--- config.mk ---
export PLATFORM = sky130hd
export DESIGN_NAME = line_edit_buffer
export DESIGN_NICKNAME = d
export VERILOG_FILES = /design/src/sv/lebuf_pkg.sv /design/src/sv/lebuf_datapath.sv /design/src/sv/lebuf_ctrl.sv /design/src/sv/line_edit_buffer.sv
export SDC_FILE = /design/constraint.sdc
export NUM_CORES = 1
export LEC_CHECK = 0
export BUFFER_PORTS_ARGS = -buffer_cell sky130_fd_sc_hd__buf_2
export CAP_MARGIN = 5
export CORE_ASPECT_RATIO = 0.5
export CORE_UTILIZATION = 55
export DETAILED_ROUTE_END_ITERATION = 10
export PLACE_DENSITY = 0.71
export SYNTH_ARGS = -nofsm -noshare
export SYNTH_HDL_FRONTEND = slang
export SYNTH_HIERARCHICAL = 1
export SYNTH_SLANG_ARGS = --single-unit
--- constraint.sdc ---
create_clock -name clock -period 4.35 [get_ports clock]
set_input_delay 0.87 -clock clock [delete_from_list [all_inputs] [get_ports clock]]
set_output_delay 0.87 -clock clock [all_outputs]
set_load 0.03 [all_outputs]
--- src/sv/lebuf_pkg.sv ---
// Shared types and constants for the line edit buffer.
`default_nettype none
package lebuf_pkg;

   // Command codes
   localparam logic [2:0] CMD_INSERT    = 3'd0;
   localparam logic [2:0] CMD_LEFT      = 3'd1;
   localparam logic [2:0] CMD_RIGHT     = 3'd2;
   localparam logic [2:0] CMD_HOME      = 3'd3;
   localparam logic [2:0] CMD_END       = 3'd4;
   localparam logic [2:0] CMD_BACKSPACE = 3'd5;
   localparam logic [2:0] CMD_DELETE    = 3'd6;
   localparam logic [2:0] CMD_CLEAR     = 3'd7;

   // Lowest printable code accepted by insert
   localparam logic [7:0] CHAR_MIN = 8'd32;

   typedef struct packed {
      logic [2:0] command;
      logic [7:0] char_code;
      logic [5:0] read_index;
   } req_type;

   typedef struct packed {
      logic       accepted;
      logic [5:0] cursor_now;
      logic [5:0] length_now;
      logic [7:0] read_char;
   } rsp_type;

   // Controller to datapath commands
   typedef struct packed {
      logic load;      // capture request
      logic simple;    // apply cursor move or clear
      logic ins_init;  // shift pointer to tail
      logic del_init;  // shift pointer to removed cell
      logic shift_rd;  // read neighbor cell
      logic shift_wr;  // write it one cell over
      logic put;       // store inserted character
      logic del_fin;   // shorten line
      logic fetch;     // read the requested cell
      logic reply;     // present the result
   } dp_cmd_type;

   // Datapath to controller status
   typedef struct packed {
      logic is_insert;
      logic is_remove;   // backspace or delete
      logic refuse;      // edit cannot act
      logic shift_done;
   } dp_status_type;

endpackage
`default_nettype wire

--- src/sv/lebuf_datapath.sv ---
// Datapath of the line edit buffer: text store, cursor, length and result register.
`default_nettype none
module lebuf_datapath #(
   parameter int CAPACITY = 64
) (
   input  wire logic                    clock,
   input  wire logic                    reset,
   input  wire lebuf_pkg::req_type      req_data,
   input  wire lebuf_pkg::dp_cmd_type   cmd,
   output lebuf_pkg::dp_status_type     status,
   output logic                         rsp_valid,
   output lebuf_pkg::rsp_type           rsp_data
);
   import lebuf_pkg::*;

   localparam int AW = (CAPACITY > 2) ? $clog2(CAPACITY) : 1;
   localparam int CW = (AW > 6) ? AW : 6;
   localparam logic [AW-1:0] LAST = AW'(CAPACITY - 1);

   logic [7:0] store_mem [CAPACITY];

   req_type       req_ff;
   logic [AW-1:0] cursor_ff, cursor_in;
   logic [AW-1:0] length_ff, length_in;
   logic [AW-1:0] idx_ff, idx_in;
   logic          ok_ff, ok_in;
   logic [7:0]    rdata_ff;
   logic          rsp_valid_ff;
   rsp_type       rsp_ff, rsp_in;

   logic          is_ins, is_bs, is_del;
   logic [AW-1:0] idx_dec, idx_inc, cursor_dec;
   logic          rd_en, wr_en;
   logic [AW-1:0] rd_addr, wr_addr;
   logic [7:0]    wr_data;
   logic [CW-1:0] cursor_wide, length_wide, ridx_wide;

   assign is_ins     = (req_ff.command == CMD_INSERT);
   assign is_bs      = (req_ff.command == CMD_BACKSPACE);
   assign is_del     = (req_ff.command == CMD_DELETE);
   assign idx_dec    = idx_ff - 1'b1;
   assign idx_inc    = idx_ff + 1'b1;
   assign cursor_dec = cursor_ff - 1'b1;

   always_comb begin
      status.is_insert  = is_ins;
      status.is_remove  = is_bs | is_del;
      status.refuse     = 1'b0;
      if (is_ins) begin
         status.refuse = (req_ff.char_code < CHAR_MIN) || (length_ff == LAST);
      end else if (is_bs) begin
         status.refuse = (cursor_ff == '0);
      end else if (is_del) begin
         status.refuse = (cursor_ff == length_ff);
      end
      // insert shifts down to the cursor; removal shifts up to the tail
      status.shift_done = is_ins ? (idx_ff == cursor_ff) : (idx_inc == length_ff);
   end

   // store ports
   assign rd_en   = cmd.shift_rd | cmd.fetch;
   assign rd_addr = cmd.fetch ? AW'(req_ff.read_index) : (is_ins ? idx_dec : idx_inc);
   assign wr_en   = cmd.shift_wr | cmd.put;
   assign wr_addr = cmd.put ? cursor_ff : idx_ff;
   assign wr_data = cmd.put ? req_ff.char_code : rdata_ff;

   always_ff @(posedge clock) begin
      if (wr_en) begin
         store_mem[wr_addr] <= wr_data;
      end
      if (rd_en) begin
         rdata_ff <= store_mem[rd_addr];
      end
   end

   always_comb begin
      cursor_in = cursor_ff;
      length_in = length_ff;
      idx_in    = idx_ff;
      ok_in     = ok_ff;
      if (cmd.load) begin
         ok_in = 1'b0;
      end
      if (cmd.simple) begin
         unique case (req_ff.command)
            CMD_LEFT: begin
               if (cursor_ff != '0) begin
                  cursor_in = cursor_dec;
                  ok_in     = 1'b1;
               end
            end
            CMD_RIGHT: begin
               if (cursor_ff < length_ff) begin
                  cursor_in = cursor_ff + 1'b1;
                  ok_in     = 1'b1;
               end
            end
            CMD_HOME: begin
               if (cursor_ff != '0) begin
                  cursor_in = '0;
                  ok_in     = 1'b1;
               end
            end
            CMD_END: begin
               if (cursor_ff != length_ff) begin
                  cursor_in = length_ff;
                  ok_in     = 1'b1;
               end
            end
            CMD_CLEAR: begin
               cursor_in = '0;
               length_in = '0;
               ok_in     = 1'b1;
            end
            default: begin
               ok_in = ok_ff;
            end
         endcase
      end
      if (cmd.ins_init) begin
         idx_in = length_ff;
      end
      if (cmd.del_init) begin
         idx_in = is_bs ? cursor_dec : cursor_ff;
         if (is_bs) begin
            cursor_in = cursor_dec;
         end
      end
      if (cmd.shift_wr) begin
         idx_in = is_ins ? idx_dec : idx_inc;
      end
      if (cmd.put) begin
         cursor_in = cursor_ff + 1'b1;
         length_in = length_ff + 1'b1;
         ok_in     = 1'b1;
      end
      if (cmd.del_fin) begin
         length_in = length_ff - 1'b1;
         ok_in     = 1'b1;
      end
   end

   // result fields are 6 bits wide
   assign cursor_wide = CW'(cursor_ff);
   assign length_wide = CW'(length_ff);
   assign ridx_wide   = CW'(req_ff.read_index);

   always_comb begin
      rsp_in.accepted   = ok_ff;
      rsp_in.cursor_now = cursor_wide[5:0];
      rsp_in.length_now = length_wide[5:0];
      rsp_in.read_char  = (ridx_wide < length_wide) ? rdata_ff : 8'd0;
   end

   always_ff @(posedge clock) begin
      if (reset) begin
         cursor_ff    <= '0;
         length_ff    <= '0;
         idx_ff       <= '0;
         ok_ff        <= 1'b0;
         rsp_valid_ff <= 1'b0;
      end else begin
         cursor_ff    <= cursor_in;
         length_ff    <= length_in;
         idx_ff       <= idx_in;
         ok_ff        <= ok_in;
         rsp_valid_ff <= cmd.reply;
      end
   end

   always_ff @(posedge clock) begin
      if (cmd.load) begin
         req_ff <= req_data;
      end
      if (cmd.reply) begin
         rsp_ff <= rsp_in;
      end
   end

   assign rsp_valid = rsp_valid_ff;
   assign rsp_data  = rsp_ff;

endmodule
`default_nettype wire

--- src/sv/lebuf_ctrl.sv ---
// Controller state machine of the line edit buffer.
`default_nettype none
module lebuf_ctrl (
   input  wire logic                     clock,
   input  wire logic                     reset,
   input  wire logic                     start,
   input  wire lebuf_pkg::dp_status_type status,
   output logic                          busy,
   output lebuf_pkg::dp_cmd_type         cmd
);
   import lebuf_pkg::*;

   typedef enum logic [5:0] {
      ST_IDLE     = 6'b000001,
      ST_DECIDE   = 6'b000010,
      ST_SHIFT_RD = 6'b000100,
      ST_SHIFT_WR = 6'b001000,
      ST_FETCH    = 6'b010000,
      ST_REPLY    = 6'b100000
   } state_type;

   state_type state_ff, state_in;

   always_comb begin
      state_in = state_ff;
      cmd      = '0;
      unique case (state_ff)
         ST_IDLE: begin
            if (start) begin
               cmd.load = 1'b1;
               state_in = ST_DECIDE;
            end
         end
         ST_DECIDE: begin
            if (status.is_insert) begin
               if (status.refuse) begin
                  state_in = ST_FETCH;
               end else begin
                  cmd.ins_init = 1'b1;
                  state_in     = ST_SHIFT_RD;
               end
            end else if (status.is_remove) begin
               if (status.refuse) begin
                  state_in = ST_FETCH;
               end else begin
                  cmd.del_init = 1'b1;
                  state_in     = ST_SHIFT_RD;
               end
            end else begin
               cmd.simple = 1'b1;
               state_in   = ST_FETCH;
            end
         end
         ST_SHIFT_RD: begin
            if (status.shift_done) begin
               cmd.put     = status.is_insert;
               cmd.del_fin = ~status.is_insert;
               state_in    = ST_FETCH;
            end else begin
               cmd.shift_rd = 1'b1;
               state_in     = ST_SHIFT_WR;
            end
         end
         ST_SHIFT_WR: begin
            cmd.shift_wr = 1'b1;
            state_in     = ST_SHIFT_RD;
         end
         ST_FETCH: begin
            cmd.fetch = 1'b1;
            state_in  = ST_REPLY;
         end
         ST_REPLY: begin
            cmd.reply = 1'b1;
            state_in  = ST_IDLE;
         end
         default: begin
            state_in = ST_IDLE;
         end
      endcase
   end

   always_ff @(posedge clock) begin
      if (reset) begin
         state_ff <= ST_IDLE;
      end else begin
         state_ff <= state_in;
      end
   end

   assign busy = (state_ff != ST_IDLE);

endmodule
`default_nettype wire

--- src/sv/line_edit_buffer.sv ---
// Top level of the line edit buffer: controller plus datapath.
//
//  channel   ports                     direction  handshake
//  request   start, busy, req_data     in         taken when start & !busy
//  response  rsp_valid, rsp_data       out        one-cycle strobe, never held off
//
// Sequence: a move, clear or refused edit passes through decide, fetch and
// reply from acceptance to its response strobe. An insert, backspace or delete
// that acts also runs the shift loop between decide and fetch, with one store
// read and one store write per cell moved. busy drops as the strobe rises,
// so the next transaction may be taken in the cycle the response shows.
// Reset clears cursor and length; cells beyond the length are never read
// back, so the store needs no clearing pass. The receiver cannot stall.
`default_nettype none
module line_edit_buffer #(
   parameter int CAPACITY = 64
) (
   input  wire logic               clock,
   input  wire logic               reset,
   input  wire logic               start,
   input  wire lebuf_pkg::req_type req_data,
   output logic                    busy,
   output logic                    rsp_valid,
   output lebuf_pkg::rsp_type      rsp_data
);
   import lebuf_pkg::*;

   dp_cmd_type    dp_cmd;
   dp_status_type dp_status;

   // sequencing: decode, cell-by-cell shift loop, final read, response
   lebuf_ctrl u_ctrl (
      .clock  (clock),
      .reset  (reset),
      .start  (start),
      .status (dp_status),
      .busy   (busy),
      .cmd    (dp_cmd)
   );

   // text store, cursor/length registers, response register
   lebuf_datapath #(
      .CAPACITY (CAPACITY)
   ) u_datapath (
      .clock     (clock),
      .reset     (reset),
      .req_data  (req_data),
      .cmd       (dp_cmd),
      .status    (dp_status),
      .rsp_valid (rsp_valid),
      .rsp_data  (rsp_data)
   );

endmodule
`default_nettype wire

==> metrics <==
outcome=finished with violations; violated checks=design-rule violations; met3 Use GR=6.64%; Final #Nets=1674; Final Hold Viols=0; Core Region=0.0438 mm²; crit path max fanout=28; TNS Setup=0 ns; period utilization=91.5%; sw frac=20.9%; slowest cell delay on critical path=0.48 ns; type of element capturing the critical path=flip-flop; DR WL/cell=27.4 µm; crit path kind=flip-flop to flip-flop; P_leak=0.00920 µW; Congestion Overflow GR=0; P_sw=2320 µW; Initial Util=56.1%; Slew Viols, Final=0; largest net degree at the start of global routing=65; max-capacitance violation count=0; Setup Skew=0.0250 ns; met2 Usage GRT=43.9%; EDFF count, synth=558; antenna cell count=0; RSZ-0062 raised after global routing=false; Logic pwr share=4.4%; Via density=6.46; slowest CP cell=or4b_4; VDD IR max=0.000324 V; relative slew slack=21.0%; power share of the clock group=40.5%; Synth top cells by count=edfxtp_1, nand2_1, mux4_2; CTS tree=yes; CTS Buf Count=49; Reg power frac=55.1%; TritonRoute pass-1 iters=8; Hold Buf Count CTS=0; area growth from synthesis to layout=13.9%; Synthesis Warnings=6; Die H=152 µm; met1 Resource Use GR=37.6%; asr flop ratio synth=0%; Worst path most repeated cell=buf_4; pwr/cell area=395 mW/mm²; cells along the critical path=buf_4 -> inv_1 -> ha_1 -> or4b_4 -> and3b_1 -> o31ai_4 -> buf_12 -> buf_4 -> buf_4 -> mux2i_1 -> nor3_1 -> nor3_1 -> a21oi_1 -> o221a_1; worst skew pair latency=0.58 ns; cts repair resizes=0; Max clock buf depth=3; DR vias=14600; pre-CTS WS=0.503 ns; total wire length=61.8 mm; Net Count, Synth=1518; Yosys top cell area share=68.1%; htree depth=2; sequential-to-total area share from yosys stat=70.2%; gp weighted congestion=0.977; Hold WC Path Type=flip-flop to flip-flop; post-detail-place hpwl=39.5 mm; Clock Tree Root=clkbuf_16; wire length of the first global-routing pass=91.3 mm; synthesized flop and latch total=584; worst setup margin=0.371 ns; CP required=4.68 ns; Buffers on Ports=42; Achievable Freq=251 MHz; Mapped Area=0.0246 mm²; Netlist cell types=82; initial antenna violation count=0; setup repair bufs after CTS=0; crit path launch type=flip-flop; Syn Inst Count=1479; share of cells above drive strength 1=25.0%; Die Footprint=0.0456 mm²; DRC Markers=4; P_int=8760 µW; io pins=43; top-count cell post-synth=edfxtp_1; Iter 0 DRT Violations=1790; Worst-Margin Slew=1.18 ns; vias in the first global route=14300; GRT Total Usage=27.5%; CTS sink count=584; synth top area cells=edfxtp_1, mux4_2, dfxtp_1; Rows=54; syn_area_per_cell=16.6 µm²; clock slew at reported path FFs=0.07 ns; antenna viol nets, final=0; final setup fails=0; CP Data Arrival Time=4.30 ns; min Tclk post-route=3.98 ns; Most Used Layer, Global Route=met2; Worst Hold Slack=0.466 ns; die width=301 µm; area leader, netlist=edfxtp_1; final design utilization=63.9%; top_reg_cell synth=edfxtp_1
flip-flops by register name (all words and copies together) (netlist names):
signal                cells
u_datapath/req_ff        11
u_datapath/idx_ff         6
u_datapath/rsp_data      21
u_datapath/length_ff      6
u_datapath/store_mem    512
u_datapath/ridx_wide      6
u_datapath/cursor_ff      6
u_datapath/rsp_valid      1
u_ctrl/state_ff           6
u_datapath/rdata_ff       8
u_datapath/ok_ff          1
worst max-delay path: cells and delay by family, from the launching register on:
family | cells | cell delay (ns)
adder cells (fa/ha/maj) | 1 | 0.18
multiplexers | 1 | 0.30
AO/OA/AOI/OAI | 3 | 0.55
buffers and inverters | 5 | 1.23
flip-flops | 1 | 0.36
AND/OR/NAND/NOR | 4 | 1.07
area by class of cell:
| class | instances | area [µm²] |
|---|---|---|
| sequential | 584 | 17300 |
| inverter | 25 | 93.8 |
| fill | 2992 | 15800 |
| clock inverter | 28 | 332 |
| clock buffer | 59 | 1280 |
| tap | 588 | 736 |
| timing repair buffer | 189 | 1430 |
| multi-input combinational | 786 | 6890 |
final timing paths:
kind / cells after the start / start / to / slack [ns]
worst min-delay path: 0 / u_datapath/ok_ff / u_datapath/rsp_data[20] / 0.47
worst max-delay path: 14 / u_datapath/idx_ff[0] / u_datapath/rdata_ff[6] / 0.37
worst min register to register: 0 / u_datapath/ok_ff / u_datapath/rsp_data[20] / 0.47
worst max register to register: 14 / u_datapath/idx_ff[0] / u_datapath/rdata_ff[6] / 0.37
power by group through the flow:
stage	registers (µW)	clock network, µW	logic, µW
finish	6110	4480	489
floorplan	6220	0	307
global route	6100	4750	515
detailed placement	6230	0	473
CTS	6110	4550	477
global placement	6230	0	465
stage by stage:
step                area, µm²  total power (µW)  cells
finish                  28000             11100   2259
global route            28000             11400   2259
CTS                     28000             11100   2259
detailed placement      26400              6700   2172
global placement        26400              6700   2172
floorplan               24600              6530   1479
layer usage:
layer,share of wire (%),vias to the layer above
met5,0,-
met4,3.3,0
met3,10,140
met2,47,847
met1,40,7420
li1,-,6185
kinds of logic (layout without fill, tap and decap cells):
kind of cell	count (synthesis)	count (layout)	share of synthesized area [%]
flip-flops	584	584	70.2
AND/OR/NAND/NOR	387	387	7.34
AO/OA/AOI/OAI	188	188	5.33
multiplexers	168	168	13.4
buffers and inverters	109	301	1.93
XOR/XNOR	24	24	0.854
adder cells (fa/ha/maj)	19	19	0.966
placed cells by master (no fill, tap or decap), types with 24 or more instances in the layout:
cell type,Yosys,layout
mux4_2,122,122
dfxtp_1,26,26
buf_2,28,42
edfxtp_1,558,558
mux2i_1,27,27
nor2_1,120,118
clkbuf_16,0,50
inv_1,24,24
nand3_1,30,30
nor3_1,29,29
buf_4,4,138
a21oi_1,43,43
nand2_1,126,126
o21ai_0,33,32
No activity file was read; power rests on OpenSTA's default activity.
